File: src/rkv_pkg.sv
// Shared types, register indexes and the half-step quadrature table.
`default_nettype none
package rkv_pkg;

    localparam int APB_ADDR_W = 5;
    localparam int APB_DATA_W = 32;

    localparam logic [15:0] PRESS_SAT = 16'hFFFF;

    typedef enum logic [2:0] {
        REG_STEPS_ATT  = 3'd0,
        REG_STEPS_CH   = 3'd1,
        REG_MAX_ATT    = 3'd2,
        REG_MAX_CH     = 3'd3,
        REG_PRESS_MIN  = 3'd4,
        REG_LONG_PRESS = 3'd5
    } reg_index_t;

    typedef enum logic [1:0] {
        DIR_IDLE = 2'd0,
        DIR_CW   = 2'd1,
        DIR_CCW  = 2'd2
    } dir_t;

    typedef enum logic [2:0] {
        QS_START         = 3'd0,
        QS_CCW_BEGIN     = 3'd1,
        QS_CW_BEGIN      = 3'd2,
        QS_START_MID     = 3'd3,
        QS_CW_BEGIN_MID  = 3'd4,
        QS_CCW_BEGIN_MID = 3'd5
    } quad_state_t;

    typedef struct packed {
        dir_t        emit;
        quad_state_t state;
    } quad_step_t;

    typedef struct packed {
        logic [3:0]  steps_per_attenuation;
        logic [3:0]  steps_per_channel;
        logic [7:0]  max_attenuation;
        logic [3:0]  max_channel;
        logic [15:0] press_min_ticks;
        logic [15:0] long_press_ticks;
    } cfg_t;

    typedef struct packed {
        logic pin_a;
        logic pin_b;
        logic switch_level;
    } in_t;

    typedef struct packed {
        logic [7:0] attenuation;
        logic [3:0] channel;
        logic       control_mode;
        logic [1:0] step_event;
        logic       store_default;
    } res_t;

    // Half-step table: pins are {a, b}; unused state codes behave as start.
    function automatic quad_step_t quad_lookup(input quad_state_t st, input logic [1:0] pins);
        quad_step_t r;
        r.emit  = DIR_IDLE;
        r.state = QS_START;
        case (st)
            QS_CCW_BEGIN: begin
                case (pins)
                    2'd0: begin r.state = QS_START_MID; r.emit = DIR_CCW; end
                    2'd1: r.state = QS_START;
                    2'd2: r.state = QS_CCW_BEGIN;
                    default: r.state = QS_START;
                endcase
            end
            QS_CW_BEGIN: begin
                case (pins)
                    2'd0: begin r.state = QS_START_MID; r.emit = DIR_CW; end
                    2'd1: r.state = QS_CW_BEGIN;
                    2'd2: r.state = QS_START;
                    default: r.state = QS_START;
                endcase
            end
            QS_START_MID: begin
                case (pins)
                    2'd0: r.state = QS_START_MID;
                    2'd1: r.state = QS_CCW_BEGIN_MID;
                    2'd2: r.state = QS_CW_BEGIN_MID;
                    default: r.state = QS_START;
                endcase
            end
            QS_CW_BEGIN_MID: begin
                case (pins)
                    2'd0: r.state = QS_START_MID;
                    2'd1: r.state = QS_START_MID;
                    2'd2: r.state = QS_CW_BEGIN_MID;
                    default: begin r.state = QS_START; r.emit = DIR_CW; end
                endcase
            end
            QS_CCW_BEGIN_MID: begin
                case (pins)
                    2'd0: r.state = QS_START_MID;
                    2'd1: r.state = QS_CCW_BEGIN_MID;
                    2'd2: r.state = QS_START_MID;
                    default: begin r.state = QS_START; r.emit = DIR_CCW; end
                endcase
            end
            default: begin
                case (pins)
                    2'd0: r.state = QS_START_MID;
                    2'd1: r.state = QS_CW_BEGIN;
                    2'd2: r.state = QS_CCW_BEGIN;
                    default: r.state = QS_START;
                endcase
            end
        endcase
        return r;
    endfunction

endpackage
`default_nettype wire

File: src/rkv_apb_regs.sv
// APB configuration registers for step thresholds, limits and press times.
`default_nettype none
module rkv_apb_regs import rkv_pkg::*; (
    input  wire logic                  aclk,
    input  wire logic                  aresetn,
    input  wire logic                  psel,
    input  wire logic                  penable,
    input  wire logic                  pwrite,
    input  wire logic [APB_ADDR_W-1:0] paddr,
    input  wire logic [APB_DATA_W-1:0] pwdata,
    output logic      [APB_DATA_W-1:0] prdata,
    output logic                       pready,
    output cfg_t                       cfg
);

    cfg_t       cfg_reg;
    cfg_t       cfg_next;
    reg_index_t idx;
    logic       wr_en;

    assign pready = 1'b1;
    assign idx    = reg_index_t'(paddr[APB_ADDR_W-1:2]);
    assign wr_en  = psel && penable && pwrite && pready;
    assign cfg    = cfg_reg;

    always_comb begin
        cfg_next = cfg_reg;
        if (wr_en) begin
            case (idx)
                REG_STEPS_ATT:  cfg_next.steps_per_attenuation = pwdata[3:0];
                REG_STEPS_CH:   cfg_next.steps_per_channel     = pwdata[3:0];
                REG_MAX_ATT:    cfg_next.max_attenuation       = pwdata[7:0];
                REG_MAX_CH:     cfg_next.max_channel           = pwdata[3:0];
                REG_PRESS_MIN:  cfg_next.press_min_ticks       = pwdata[15:0];
                REG_LONG_PRESS: cfg_next.long_press_ticks      = pwdata[15:0];
                default: ;
            endcase
        end
    end

    always_ff @(posedge aclk) begin
        if (!aresetn) begin
            cfg_reg.steps_per_attenuation <= 4'd2;
            cfg_reg.steps_per_channel     <= 4'd4;
            cfg_reg.max_attenuation       <= 8'd255;
            cfg_reg.max_channel           <= 4'd3;
            cfg_reg.press_min_ticks       <= 16'd50;
            cfg_reg.long_press_ticks      <= 16'd1000;
        end else begin
            cfg_reg <= cfg_next;
        end
    end

    always_comb begin
        case (idx)
            REG_STEPS_ATT:  prdata = {28'd0, cfg_reg.steps_per_attenuation};
            REG_STEPS_CH:   prdata = {28'd0, cfg_reg.steps_per_channel};
            REG_MAX_ATT:    prdata = {24'd0, cfg_reg.max_attenuation};
            REG_MAX_CH:     prdata = {28'd0, cfg_reg.max_channel};
            REG_PRESS_MIN:  prdata = {16'd0, cfg_reg.press_min_ticks};
            REG_LONG_PRESS: prdata = {16'd0, cfg_reg.long_press_ticks};
            default:        prdata = '0;
        endcase
    end

endmodule
`default_nettype wire

File: src/rkv_knob_core.sv
// Knob state: quadrature decode, step counting, level update and press timing.
`default_nettype none
module rkv_knob_core import rkv_pkg::*; (
    input  wire logic aclk,
    input  wire logic aresetn,
    input  wire logic advance,
    input  in_t       item,
    input  cfg_t      cfg,
    output res_t      result
);

    quad_state_t quad_state_reg, quad_state_next;
    dir_t        last_dir_reg, last_dir_next;
    logic [4:0]  step_count_reg [2];
    logic [4:0]  step_count_next [2];
    logic [7:0]  att_reg, att_next;
    logic [3:0]  ch_reg, ch_next;
    logic        mode_reg, mode_next;
    logic [15:0] press_reg, press_next;

    quad_step_t         qs;
    dir_t               dir;
    logic [4:0]         cnt_cur;
    logic signed [5:0]  cnt_base, cnt_inc, thr;
    logic               hit_up, hit_dn;
    logic signed [9:0]  att_calc;
    logic signed [5:0]  ch_calc;
    logic               store;

    always_comb begin
        qs  = quad_lookup(quad_state_reg, {item.pin_a, item.pin_b});
        dir = qs.emit;

        quad_state_next    = qs.state;
        last_dir_next      = last_dir_reg;
        step_count_next[0] = step_count_reg[0];
        step_count_next[1] = step_count_reg[1];
        att_next           = att_reg;
        ch_next            = ch_reg;
        mode_next          = mode_reg;
        press_next         = press_reg;
        store              = 1'b0;

        // Count in the mode in force at the start of the tick; clear on reversal.
        cnt_cur  = step_count_reg[mode_reg];
        cnt_base = (last_dir_reg != dir) ? 6'sd0 : $signed({cnt_cur[4], cnt_cur});
        cnt_inc  = (dir == DIR_CW) ? cnt_base + 6'sd1 : cnt_base - 6'sd1;
        thr      = $signed({2'b00, mode_reg ? cfg.steps_per_channel
                                            : cfg.steps_per_attenuation});
        hit_up   = cnt_inc >= thr;
        hit_dn   = !hit_up && (cnt_inc <= -thr);

        att_calc = $signed({2'b00, att_reg});
        if (hit_up) begin
            att_calc = att_calc - 10'sd1;
        end else if (hit_dn) begin
            att_calc = att_calc + 10'sd1;
        end
        ch_calc = $signed({2'b00, ch_reg});
        if (hit_up) begin
            ch_calc = ch_calc + 6'sd1;
        end else if (hit_dn) begin
            ch_calc = ch_calc - 6'sd1;
        end

        if (dir != DIR_IDLE) begin
            last_dir_next             = dir;
            step_count_next[mode_reg] = (hit_up || hit_dn) ? 5'd0 : cnt_inc[4:0];
            if (!mode_reg) begin
                // Saturate between zero and the limit.
                if (att_calc > $signed({2'b00, cfg.max_attenuation})) begin
                    att_next = cfg.max_attenuation;
                end else if (att_calc < 10'sd0) begin
                    att_next = 8'd0;
                end else begin
                    att_next = att_calc[7:0];
                end
            end else begin
                // Wrap round between zero and the highest channel.
                if (ch_calc > $signed({2'b00, cfg.max_channel})) begin
                    ch_next = 4'd0;
                end else if (ch_calc < 6'sd0) begin
                    ch_next = cfg.max_channel;
                end else begin
                    ch_next = ch_calc[3:0];
                end
            end
        end

        if (!item.switch_level) begin
            if (press_reg != PRESS_SAT) begin
                press_next = press_reg + 16'd1;
            end
        end else begin
            if (press_reg >= cfg.press_min_ticks) begin
                if (press_reg >= cfg.long_press_ticks) begin
                    store = 1'b1;
                end else begin
                    mode_next                  = !mode_reg;
                    last_dir_next              = DIR_IDLE;
                    step_count_next[!mode_reg] = 5'd0;
                end
            end
            press_next = 16'd0;
        end

        result.attenuation   = att_next;
        result.channel       = ch_next;
        result.control_mode  = mode_next;
        result.step_event    = dir;
        result.store_default = store;
    end

    always_ff @(posedge aclk) begin
        if (!aresetn) begin
            quad_state_reg    <= QS_START;
            last_dir_reg      <= DIR_IDLE;
            step_count_reg[0] <= 5'd0;
            step_count_reg[1] <= 5'd0;
            att_reg           <= 8'd0;
            ch_reg            <= 4'd0;
            mode_reg          <= 1'b0;
            press_reg         <= 16'd0;
        end else if (advance) begin
            quad_state_reg    <= quad_state_next;
            last_dir_reg      <= last_dir_next;
            step_count_reg[0] <= step_count_next[0];
            step_count_reg[1] <= step_count_next[1];
            att_reg           <= att_next;
            ch_reg            <= ch_next;
            mode_reg          <= mode_next;
            press_reg         <= press_next;
        end
    end

    // A store pulse never toggles the mode.
    a_store_keeps_mode: assert property (@(posedge aclk) disable iff (!aresetn)
        (advance && result.store_default) |=> (mode_reg == $past(mode_reg)))
        else $error("mode changed on a long press");

    // Step counts never reach -16, which lies beyond every threshold.
    a_count_range: assert property (@(posedge aclk) disable iff (!aresetn)
        (step_count_reg[0] != 5'b10000) && (step_count_reg[1] != 5'b10000))
        else $error("step count out of range");

endmodule
`default_nettype wire

File: src/rotary_knob_volume_channel_control.sv
// Top level: input register, knob core, result register and APB registers.
//
// Rotary knob volume / channel control. Each request on the s_ channel is one
// timer tick: the levels of encoder pins A and B and of the active-low push
// switch. Each tick gives exactly one request on the m_ channel with the
// attenuation, channel and mode after that tick, the step seen in it and a
// one-tick store_default flag raised on release of a long press.
// Both channels use valid/ready. A request taken sits in the input register,
// is decoded against the knob state as it advances into the result register
// and appears on the m_ ports from then on. Throughput is one tick per cycle
// while the receiver does not stall; the state update is a single pass of
// table lookup, small add and compare between the two registers.
// When the receiver stalls, the result register holds and the input register
// fills; s_ready drops only while both are full.
// The APB port (always ready) sets step thresholds, limits and press times;
// write it only while no request is in flight.
// Synchronous active-low reset clears the pipeline, the knob state to volume
// mode, channel 0 and attenuation 0, and loads the register defaults.
`default_nettype none
module rotary_knob_volume_channel_control import rkv_pkg::*; (
    input  wire logic                  aclk,
    input  wire logic                  aresetn,
    input  wire logic                  s_valid,
    output logic                       s_ready,
    input  wire logic                  s_pin_a,
    input  wire logic                  s_pin_b,
    input  wire logic                  s_switch_level,
    output logic                       m_valid,
    input  wire logic                  m_ready,
    output logic [7:0]                 m_attenuation,
    output logic [3:0]                 m_channel,
    output logic                       m_control_mode,
    output logic [1:0]                 m_step_event,
    output logic                       m_store_default,
    input  wire logic                  psel,
    input  wire logic                  penable,
    input  wire logic                  pwrite,
    input  wire logic [APB_ADDR_W-1:0] paddr,
    input  wire logic [APB_DATA_W-1:0] pwdata,
    output logic      [APB_DATA_W-1:0] prdata,
    output logic                       pready
);

    cfg_t cfg;
    logic in_valid_reg;
    in_t  in_item_reg;
    logic out_valid_reg;
    res_t out_res_reg;
    res_t core_res;
    logic advance;

    rkv_apb_regs u_regs (
        .aclk    (aclk),
        .aresetn (aresetn),
        .psel    (psel),
        .penable (penable),
        .pwrite  (pwrite),
        .paddr   (paddr),
        .pwdata  (pwdata),
        .prdata  (prdata),
        .pready  (pready),
        .cfg     (cfg)
    );

    rkv_knob_core u_core (
        .aclk    (aclk),
        .aresetn (aresetn),
        .advance (advance),
        .item    (in_item_reg),
        .cfg     (cfg),
        .result  (core_res)
    );

    // Move a request forward when the result register is free or being taken.
    assign advance = in_valid_reg && (!out_valid_reg || m_ready);
    assign s_ready = !in_valid_reg || advance;

    always_ff @(posedge aclk) begin
        if (!aresetn) begin
            in_valid_reg <= 1'b0;
        end else if (s_ready) begin
            in_valid_reg <= s_valid;
        end
    end

    always_ff @(posedge aclk) begin
        if (s_valid && s_ready) begin
            in_item_reg.pin_a        <= s_pin_a;
            in_item_reg.pin_b        <= s_pin_b;
            in_item_reg.switch_level <= s_switch_level;
        end
    end

    always_ff @(posedge aclk) begin
        if (!aresetn) begin
            out_valid_reg <= 1'b0;
        end else if (advance) begin
            out_valid_reg <= 1'b1;
        end else if (m_ready) begin
            out_valid_reg <= 1'b0;
        end
    end

    always_ff @(posedge aclk) begin
        if (advance) begin
            out_res_reg <= core_res;
        end
    end

    assign m_valid         = out_valid_reg;
    assign m_attenuation   = out_res_reg.attenuation;
    assign m_channel       = out_res_reg.channel;
    assign m_control_mode  = out_res_reg.control_mode;
    assign m_step_event    = out_res_reg.step_event;
    assign m_store_default = out_res_reg.store_default;

    a_advance_fills_out: assert property (@(posedge aclk) disable iff (!aresetn)
        advance |=> m_valid)
        else $error("advanced request lost before result register");

    a_accept_fills_in: assert property (@(posedge aclk) disable iff (!aresetn)
        (s_valid && s_ready) |=> in_valid_reg)
        else $error("accepted request not held in input register");

    a_full_blocks_input: assert property (@(posedge aclk) disable iff (!aresetn)
        (in_valid_reg && out_valid_reg && !m_ready) |-> !s_ready)
        else $error("input taken while pipeline full and stalled");

endmodule
`default_nettype wire

File: config.mk
export PLATFORM = sky130hd
export DESIGN_NAME = rotary_knob_volume_channel_control
export DESIGN_NICKNAME = d
export VERILOG_FILES = /design/src/rkv_pkg.sv /design/src/rkv_apb_regs.sv /design/src/rkv_knob_core.sv /design/src/rotary_knob_volume_channel_control.sv
export SDC_FILE = /design/constraint.sdc
export NUM_CORES = 1
export LEC_CHECK = 0
export BUFFER_PORTS_ARGS = -buffer_cell sky130_fd_sc_hd__buf_4
export CAP_MARGIN = 20
export CORE_MARGIN = 2
export CORE_UTILIZATION = 54
export DETAILED_ROUTE_END_ITERATION = 16
export PLACE_DENSITY = 0.78
export SYNTH_ARGS = -nofsm -noshare
export SYNTH_HDL_FRONTEND = slang
export SYNTH_SLANG_ARGS = --single-unit
File: constraint.sdc
create_clock -name aclk -period 6.6 [get_ports aclk]
set_input_delay 1.32 -clock aclk [delete_from_list [all_inputs] [get_ports aclk]]
set_output_delay 1.32 -clock aclk [all_outputs]
set_load 0.01 [all_outputs]
## Word-level counts from Yosys, hierarchy flattened

Memory sizes are Yosys's and may differ from the RTL's. A register that Yosys moved wholly into a read port is not among the register bits.
Index checks and enable logic that the tools add are counted.

| storage, ports and cells | value |
|---|---|
| flip-flop bits (word level) | 107 |
| RAM bits | 10 |
| input port bits | 47 |
| memories | 1 |

| operators by class | value |
|---|---|
| add/sub/neg operators | 8 |
| order comparisons | 12 |
| equality and inequality tests | 15 |
| muxes and demuxes | 58 |
| bitwise gates (word level) | 6 |
| reduce and logical (&&, ||, !) cells | 30 |

Memory list:

| memory | depth | width | rd ports | clocked after Yosys merged registers in | write ports | RTL line | RTL |
|---|---|---|---|---|---|---|---|
| u_core.step_count_reg | 2 | 5 | 3 | 1 | 2 | rkv_knob_core.sv:14 | `logic [4:0] step_count_reg [2];` |

Operators with widths:

| kind | count |
|---|---|
| 16-bit case mux with 6 select lines | 1 |
| 10-bit two-way mux | 6 |
| 16-bit greater-or-equal comparator | 2 |
| 16-bit two-way mux | 2 |
| 8-bit two-way mux | 4 |
| 5-bit two-way mux | 5 |
| 6-bit two-way mux | 4 |
| 4-bit two-way mux | 5 |
| 16-bit by 1-bit adder with 16-bit output, second input constant | 1 |
| 16-bit != test, second input constant | 1 |
| 2-bit AND reduction | 8 |
| 3-bit case mux with 5 select lines | 1 |
| 1-bit two-way mux | 14 |
| 3-bit by 2-bit equality test with 1-bit output, second input constant | 4 |
| 3-bit equality test, second input constant | 4 |
| 2-bit two-way mux | 6 |
| 3-bit case mux with 2 select lines | 2 |
| 10-bit AND | 1 |
| 10-bit bitwise mux | 1 |
| 5-bit demux with 1-bit select | 2 |
| 10-bit by 9-bit greater-than comparator with 1-bit output | 1 |
| 10-bit by 1-bit < comparator with 1-bit output, second input constant | 1 |
| 10-bit inverter | 1 |
| 8-bit by 1-bit adder with 9-bit output, second input constant | 1 |
| 30 further kinds | 51 |

## Depth between registers and ports, before layout

| depth | value |
|---|---|
| word-level depth | 20 |
| depth in mapped cells | 34 |

## Cells and area by module

A second synthesis with hierarchy kept.

| unflattened totals | value |
|---|---|
| cells, all modules | 935 |
| area, all modules | 8136.6 um2 |

By module, submodules not included:

| module | instances | cells an instance | area an instance (um2) | sequential area each (um2) |
|---|---|---|---|---|
| rkv_knob_core | 1 | 626 | 4852.2 | 1001.0 |
| rkv_apb_regs | 1 | 281 | 2610.0 | 1041.0 |
| rotary_knob_volume_channel_control | 1 | 28 | 674.4 | 610.6 |

## Least setup slack after synthesis

No wires, ideal clock.

| timing | value |
|---|---|
| kind | register -> register |
| start | register in_item_reg[1] in the netlist's numbering |
| end | register out_res_reg, in the netlist m_attenuation[1] (data pin) |
| library setup time | 0.256 ns |
| arrival time | 6.097 ns |
| setup slack | 0.247 ns |
| stages on the path, launching flop included | 30 |
| path buffers | 1 |
| path through | edfxtp_1 > inv_1 > ha_1 > mux2_1 > nand4_1 > nand4b_4 > or2_2 > fa_1 > xor2_1 > inv_1 > ha_1 > nand2_1 > o21ai_0 > o21ai_0 > nor4_1 > nor3_4 > and2_1 > buf_4 > mux2i_1 > xor2_1 > inv_1 > ha_1 > o21a_1 > o21a_1 > o211ai_1 > a21o_1 > a21oi_1 > a41oi_4 > mux2_2 > a22o_1 |

RTL lines:

| item | RTL line | RTL |
|---|---|---|
| start: declaration | rotary_knob_volume_channel_control.sv:46 | `in_t in_item_reg;` |
| end signal: assignment | rotary_knob_volume_channel_control.sv:106 | `out_res_reg <= core_res;` |
| end: declaration | rotary_knob_volume_channel_control.sv:48 | `res_t out_res_reg;` |

==> key figures <==
Pwr
  – PD cells: 239 nW/um^2
  – IR drop worst, VDD: 0.156 mV
  – Leak pwr: between 3 and 4 nW

Setup path
  – Crit path DAT: 6550 ps
  – Max incr delay on CP: 480 ps
  – Worst path required time: 6760 ps
  – Startpoint Class: register
  – Critical path class: register to register
  – CP Capture Type: register
  – R2R setup slack: 210 ps
  – Delay-heaviest family, CP: simple AND/OR/NAND/NOR gates
  – Worst Setup EP: m_attenuation[5]
  – Worst r2r src: in_item_reg[2]
  – Buf/Inv on CP: 5
  – Critical path's slowest cell: or4_1
  – Stages on worst setup path: 31
  – Crit. Startpoint: in_item_reg[2]
  – Reg2reg path depth: 31
  – Worst-path fanout max: 4
  – Worst R2R End: m_attenuation[5]
  – Most common cell on crit path: ha_1

Clocking
  – Root buf cell: clkbuf_16
  – Clock Sinks: 118
  – Hold buffer count at cts: 0
  – Deepest clock path buffer count: 2
  – TritonCTS clock tree: done
  – H-Tree Depth: 4
  – Inserted Clock Buffers: 17
  – Reg clk slew, reported paths: ~60 ps
  – Clock latency on the worst-skew pair: around 430 ps

Die
  – Total core area: 14400 um^2
  – Die height: 125 um
  – Die area: 15700 um^2
  – Die X: 125 um
  – Site row count: 44
  – Initial Utilization: a little over half
  – I/O Pins: 98

Yosys
  – Yosys cell types: 71
  – EDFF count, synth: 29
  – Seq/Total Area, Yosys: 33.5%
  – Async set or reset register ratio after synthesis: 0%
  – Synth Instances: 969
  – Top FF cell, synth: dfxtp_1
  – Synthesized flop and latch total: between 100 and 150
  – Syn avg cell area: 8.18 um^2
  – Yosys warns: 0
  – Cell area after synthesis: 7930 um^2

Status
  – Status: complete, no violations

Routing
  – DR iter-0 viols: 694
  – Routed len/inst: 16.7 um
  – Vias: 7239
  – Drt first pass iters: 5
  – Via/cell ratio: 5.88
  – Detail Route Antenna Nets: 0
  – DR DRC count: 0
  – Total wire length: 20600 um

Placement
  – DP HPWL: between 10000 and 15000 um
  – Setup WS pre-CTS: -60.8 ps
  – IO Port Bufs: 62
  – Final Wtd Congestion: a little under 0.9
  – Area post-placement: 8600 um^2

GRT
  – Largest net degree at the start of global routing: a little over 40
  – Tot GR Track Use: 26.3%
  – First-pass GRT wire length: 33700 um
  – Vias in the first global route: 6899
  – Initial antenna violation count: 0
  – Grt ovf: 0

STA
  – Max Clk Rate: around 0.16 GHz
  – Final setup vio count: 0
  – Max Slew Vio Count: 0
  – Setup_tns: 0 ps
  – Slew headroom: 30.0%
  – Final hold violations: 0
  – Final critical-path share of the clock period: between 90% and 100%
  – Final WS setup: roughly 210 ps
  – Max Clock Skew: around 12 ps
  – Final min period: 6390 ps
  – Worst-Margin Slew: 1050 ps

Finish
  – Max reg flops: 52
  – Commonest non-fill, non-tap cell in the layout: nand2_1
  – Area growth syn-to-layout: 17.9%
  – Share of post-route cells with drive strength above 1: 15.5%
  – Layout Nets: approximately 1200
  – FILL cells: 1227
  – # diodes: 0
  – Post-route cell area: 9350 um^2
  – Commonest cells after routing, fill and taps aside: nand2_1 (123), buf_4 (96), dfxtp_1 (89)

Run
  – Max Cap Violations: 0

Min path
  – Worst hold path type: register to register
## cell families after synthesis
logic type / after synthesis / synth area share, %
xor gates and xnor gates: 29 / 3.20
buffers and inverters: 147 / 7.95
other: 2 / 0.0947
muxes: 47 / 6.00
and+or+nand+nor: 338 / 20.2
DFF: 118 / 33.5
adders and majority gates: 69 / 11.0
AOI/OAI and AO/OA: 219 / 18.1
## where the power goes
group          total [mW]  switching (mW)  internal [mW]  leakage [nW]
Clock               0.925           0.336          0.589         0.298
Sequential          0.769          0.0121          0.757          1.01
Combinational       0.540           0.308          0.231          2.66
## synthesized netlist by cell type, types with 8 or more instances
| cell | number | area (um^2) |
|---|---|---|
| buf_4 | 19 | 143 |
| xnor2_1 | 19 | 166 |
| nor3_1 | 20 | 100 |
| a21o_1 | 9 | 67.6 |
| ha_1 | 68 | 851 |
| nor2b_1 | 8 | 50.1 |
| or3_1 | 13 | 81.3 |
| o211ai_1 | 23 | 173 |
| nand4_1 | 12 | 75.1 |
| inv_1 | 80 | 300 |
| nand3_1 | 24 | 120 |
| and2_1 | 9 | 56.3 |
| dfxtp_1 | 89 | 1780 |
| nand2_1 | 123 | 462 |
| a21oi_1 | 71 | 355 |
| nand2b_1 | 15 | 93.8 |
| xor2_1 | 10 | 87.6 |
| edfxtp_1 | 29 | 871 |
| nor2_1 | 86 | 323 |
| clkbuf_1 | 38 | 143 |
| o21ai_0 | 41 | 205 |
| mux2i_1 | 43 | 430 |
## worst register-to-register path, delay by kind of cell (launching register included)
kind / cells / cell delay, ps
compound gates: 8 / 1040
buf+inv: 5 / 560
xor+xnor: 2 / 310
flops: 1 / 430
fa+ha+maj: 4 / 1090
mux: 2 / 620
simple gates: 10 / 2090
## metrics by stage
stage / hold slack [ps] / util (%) / std cells / power (mW)
6_report: 468 / 64.8 / 1231 / 2.23
2_1_floorplan: 436 / - / 984 / 1.11
5_1_grt: 492 / 64.8 / 1231 / 2.32
3_3_place_gp: 447 / 59.6 / 1196 / 1.26
3_5_place_dp: 464 / 59.6 / 1196 / 1.27
4_1_cts: 473 / 63.8 / 1228 / 2.19
## cell type report
type / count / area, um^2 / area share (%)
flip-flops and latches: 118 / 2650 / 28.4
multi-input cells: 719 / 4830 / 51.7
well taps: 184 / 230 / 2.46
clock buffers: 25 / 527 / 5.64
repair buffers: 97 / 732 / 7.83
clock inverters: 7 / 65.1 / 0.696
inverters: 81 / 304 / 3.25
## layer usage
| layer | vias to the layer above | share of wire [%] | global-route usage, % |
|---|---|---|---|
| met5 | - | 0 | 0 |
| met4 | 0 | 2.6 | 10.5 |
| met1 | 3431 | 45 | 34.1 |
| met2 | 241 | 47 | 43.5 |
| li1 | 3521 | - | - |
| met3 | 46 | 6.0 | 4.75 |
## timing repair
action                     CTS  global route
resized for setup            4            28
setup endpoints to repair   11            19
setup buffers                0             3
pin swaps                    0             7
## how the worst min path moves through the flow
stage	start	to	slack, ps	depth (start not counted)
floorplan	u_regs.cfg[18]	u_regs.cfg[18]	440	2
global placement	u_regs.cfg[18]	u_regs.cfg[18]	450	2
detailed placement	u_regs.cfg[18]	u_regs.cfg[18]	460	2
CTS	u_regs.cfg[25]	u_regs.cfg[25]	470	2
global route	u_regs.cfg[12]	u_regs.cfg[12]	490	2
finish	u_regs.cfg[25]	u_regs.cfg[25]	470	2
(Power assumes the default switching activity.)
